## config.mk

```make
export PLATFORM = sky130hd
export DESIGN_NAME = fsjd_ram
export DESIGN_NICKNAME = d
export VERILOG_FILES = /design/src/fsjd_ram.sv
export SDC_FILE = /design/constraint.sdc
export NUM_CORES = 1
export LEC_CHECK = 0
export BUFFER_PORTS_ARGS = -buffer_cell sky130_fd_sc_hd__buf_2
export CORE_MARGIN = 2
export CORE_UTILIZATION = 46
export DETAILED_ROUTE_END_ITERATION = 6
export GPL_TIMING_DRIVEN = 0
export HOLD_SLACK_MARGIN = 0.02
export PLACE_DENSITY = 0.62
export SLEW_MARGIN = 5
export SYNTH_ARGS = -nofsm -noshare
export SYNTH_HDL_FRONTEND = slang
export SYNTH_SLANG_ARGS = --single-unit
```

## constraint.sdc

```tcl
create_clock -name aclk -period 6.6 [get_ports aclk]
set_input_delay 1.98 -clock aclk [delete_from_list [all_inputs] [get_ports aclk]]
set_output_delay 1.98 -clock aclk [all_outputs]
set_load 0.05 [all_outputs]
```

## src/fsjd_ram.sv

```systemverilog
// Generic single-write, single-read synchronous RAM with registered read data.
module fsjd_ram #(
    parameter int WIDTH = 8,
    parameter int DEPTH = 16
) (
    input  logic                     aclk,
    input  logic                     we,
    input  logic [$clog2(DEPTH)-1:0] waddr,
    input  logic [WIDTH-1:0]         wdata,
    input  logic                     re,
    input  logic [$clog2(DEPTH)-1:0] raddr,
    output logic [WIDTH-1:0]         rdata
);

    logic [WIDTH-1:0] mem [DEPTH];
    logic [WIDTH-1:0] rdata_reg;

    always_ff @(posedge aclk) begin
        if (we) begin
            mem[waddr] <= wdata;
        end
        if (re) begin
            rdata_reg <= mem[raddr];
        end
    end

    assign rdata = rdata_reg;

endmodule

```

Word-level counts from Yosys, hierarchy flattened
Memories as Yosys holds them, arrays and structs flattened. A register that Yosys moved wholly into a read port is not among the register bits.
Index checks and enable logic that the tools add are counted.
Word-level totals
  flip-flop bits (word level): 0
  memory bits (writable): 128
  input bits: 19
  output and inout bits: 8
  memories: 1
Operators by class
  mux-type cells: 2
Memories
  mem: words 16, bits a word 8, rd ports 1, clocked after Yosys merged registers in 1, wr ports 1, RTL line 15  | logic [WIDTH-1:0] mem [DEPTH];
Operators by type and width (count)
  1-bit 2-to-1 mux: 2

Logic depth before layout (Yosys ltp)
  depth after elaboration: 2
  gate-level depth with buffers: 5
  mapped depth without buffers: 3

Worst setup path before layout
OpenSTA, ideal clock, no wires.
  path kind: input port to flip-flop
  start point: input port waddr[2]
  end point: memory mem[0][0], enable pin
  library setup time: 0.383 ns
  data arrival time: 3.090 ns
  required time: 6.217 ns
  path slack: 3.127 ns
  cell stages on the path: 2
  path buffers: 0
  cell sequence: or3b_2 nor3_1
RTL lines
  start: declaration: RTL line 8  | input logic [$clog2(DEPTH)-1:0] waddr,
  end: declaration: RTL line 15
Straight into the memory's write port.

Worst setup path after layout
  start point: input port waddr[2]
  end point: memory mem[0][4], enable pin
Straight into the memory's write port.

==> qor.yml <==
status:
  status: "finished, final reports clean"
drt:
  viasPerCell: 5.58
  antenna_left: 0
  dr_total_vias: 2372
  wl_um: 9640
  wire_per_inst_um: 22.7
  drt-initial-drc-count: 174
  drc: 0
  dr.pass1.iters: 5
clock_tree:
  cts_tree: "built"
  clock_latency_ps: 420
  clkTransAtPathRegs_ps: 50
  cts_buffers: 17
  post_cts_buffers: 0
  clock_path_buffers: 2
  hold_buffers: 0
  clkSinkCount: 136
  ctsHtreeMaxLevel: 4
  post_cts_resized: 0
  clock-root-buffer: "clkbuf_16"
timing:
  fin_setup_tns_ps: 0
  final.min_clock_period_ps: 3550
  min_period_over_period_pct: 53.7
  timing.hold.ws_ps: 755
  max_slew_margin_pct: 18.1
  max_freq_mhz: 282
  finalSetupViolations: 0
  worst_pin_slew_ps: 1220
  final-max-slew-violation-count: 0
  rsz0062_at_grt: "no"
  finalHoldViolCount: 0
  fin_worst_skew_ps: 11.4
synth:
  synth_nets: 248
  synth_seq_area_share_pct: 78.1
  synth_compound_area_share_pct: 2.30
  yosysWarnings: 0
  synth.area.mux_share_pct: 14.8
  synth-seq-cells: 136
  yosys.area_share.xor_xnor_pct: 0
  synthSimpleGateAreaFrac_pct: 3.14
  synthesis.area_mm2: 0.00523
  synth.largest_area_cell: "edfxtp_1"
  synth_fa_ha_area_share_pct: 0
  syn_area_per_cell_um2: 22.8
  yosysUniqueCellTypes: 18
  synth_top_family_by_area: "multiplexers"
  yosysTopAreaCellShare_pct: 78.1
  synth.area.top_cells: "edfxtp_1 (78%), mux4_2 (7.8%), mux4_1 (7.0%)"
  synthCells: 229
setup_path:
  cp-end-kind: "flop"
  reg2reg_slack_ps: 4960
  critPathArrivalTime_ps: 3570
  cp_slowest_cell: "nor3_1"
  path_class: "input pin to flop"
  crit_required_ps: 6620
  cp-start-kind: "input pin"
  cp_cell_sequence: "buf_2, or3b_2, nor3_1"
  crit_path_max_incr_delay_ps: 940
  path_max_fanout: 8
finish:
  area_delta_synth_final_pct: 17.0
  utilization_pct: 55.7
  layout.nets: 292
  n_fill_cell: 814
  drive_gt1_share_pct: 28.1
  largest_register_ffs: 128
  antenna_cells: 0
  multiInputGateArea_mm2: 0.00106
  seqCellArea_mm2: 0.00408
flow_run:
  cap_violations: 0
grt:
  grt_pass1_vias: 2413
  grt_pass1_wl_um: 14400
  grt_overflow: 0
  grt_max_degree: 17
  grt_usage_pct: 16.9
  antenna_found_initial: 0
floorplan:
  die_y_um: 111
  die_area_mm2: 0.0122
  core_area_mm2: 0.0110
  rows: 38
  start_util_pct: 47.6
  ios: 27
  die_x_um: 111
placed_design:
  numPortBuffers: 25
  hpwl_um: 5990
  gp_congestion: 0.743
hold_path:
  hold_path.class: "flop to flop"
power_and_ir_drop:
  ir_drop_uv: 179
  power_density_mw_per_mm2: 331
  total_leakage_power_uw: 0.00205
worst max-delay path, delay by kind of cell:
kind | cells | cell delay [ps]
and+or+nand+nor | 2 | 1470
buffers and inverters | 1 | 120
routing by layer:
| metal | wire [um] | global-route usage [%] |
|---|---|---|
| met1 | 4250 | 22.6 |
| met2 | 4610 | 25.5 |
| met5 | 0 | 0 |
| met3 | 554 | 5.93 |
| met4 | 223 | 7.33 |
final timing paths:
| kind | startpoint | depth (start not counted) | to |
|---|---|---|---|
| max | waddr[2] | 3 | mem[0][4]$_DFFE_PP_ |
| max reg2reg | mem[5][0]$_DFFE_PP_ | 3 | rdata[0]$_DFFE_PP_ |
| min reg2reg | mem[11][5]$_DFFE_PP_ | 3 | rdata[5]$_DFFE_PP_ |
| min | mem[11][5]$_DFFE_PP_ | 3 | rdata[5]$_DFFE_PP_ |
stage by stage:
step	power [uW]	instances	cell area, um^2	worst slack [ps]
CTS	2040	425	6120	3010
global placement	1100	394	5530	2540
floorplan	1060	229	5230	3130
global route	2080	425	6120	2930
detailed placement	1100	394	5530	2570
finish	2030	425	6120	3050
cell usage in the layout (no fill, tap or decap):
cell,count
nor3_1,4
buf_6,3
buf_4,1
and2b_1,1
mux4_1,14
clkdlybuf4s25_2,3
nor2_1,13
edfxtp_1,136
mux4_2,18
clkbuf_1,1
or3b_2,1
nand3b_1,2
nand2_1,9
clkinv_2,5
and2_1,1
clkbuf_16,17
nand2b_1,2
clkinv_1,4
nor2b_1,1
a22oi_1,16
nand3_1,1
bufinv_16,4
buf_2,28
synthesized netlist by cell type:
cell,n
nand2b_1,2
mux4_2,18
nand2_1,9
and2b_1,1
nor2_1,13
nor2b_1,1
or3b_2,1
a22oi_1,16
nor3_1,4
nand3_1,1
nand3b_1,2
mux4_1,14
edfxtp_1,136
buf_6,3
clkdlybuf4s25_2,3
and2_1,1
buf_4,1
buf_2,3
cell families after synthesis:
family / after synthesis
AOI/OAI and AO/OA: 16
muxes: 32
buffers and inverters: 10
DFF: 136
and+or+nand+nor: 35
area by class of cell:
cell class                 count  share of cell area (%)
buffer                        10                    1.41
clock buffer                  18                    7.02
clock inverter                13                    2.62
multi-input combinational     83                    17.3
sequential                   136                    66.8
tap                          140                    2.86
timing repair buffer          25                    2.05
power breakdown:
| part | switching, uW | leakage, uW | total (uW) | internal, uW |
|---|---|---|---|---|
| Clock | 323 | 0.000293 | 943 | 619 |
| Combinational | 67.1 | 0.000518 | 105 | 37.5 |
| Sequential | 3.97 | 0.00124 | 978 | 974 |
| Total | 394 | 0.00205 | 2030 | 1630 |
Note: power is estimated with default switching activity, not from simulation.
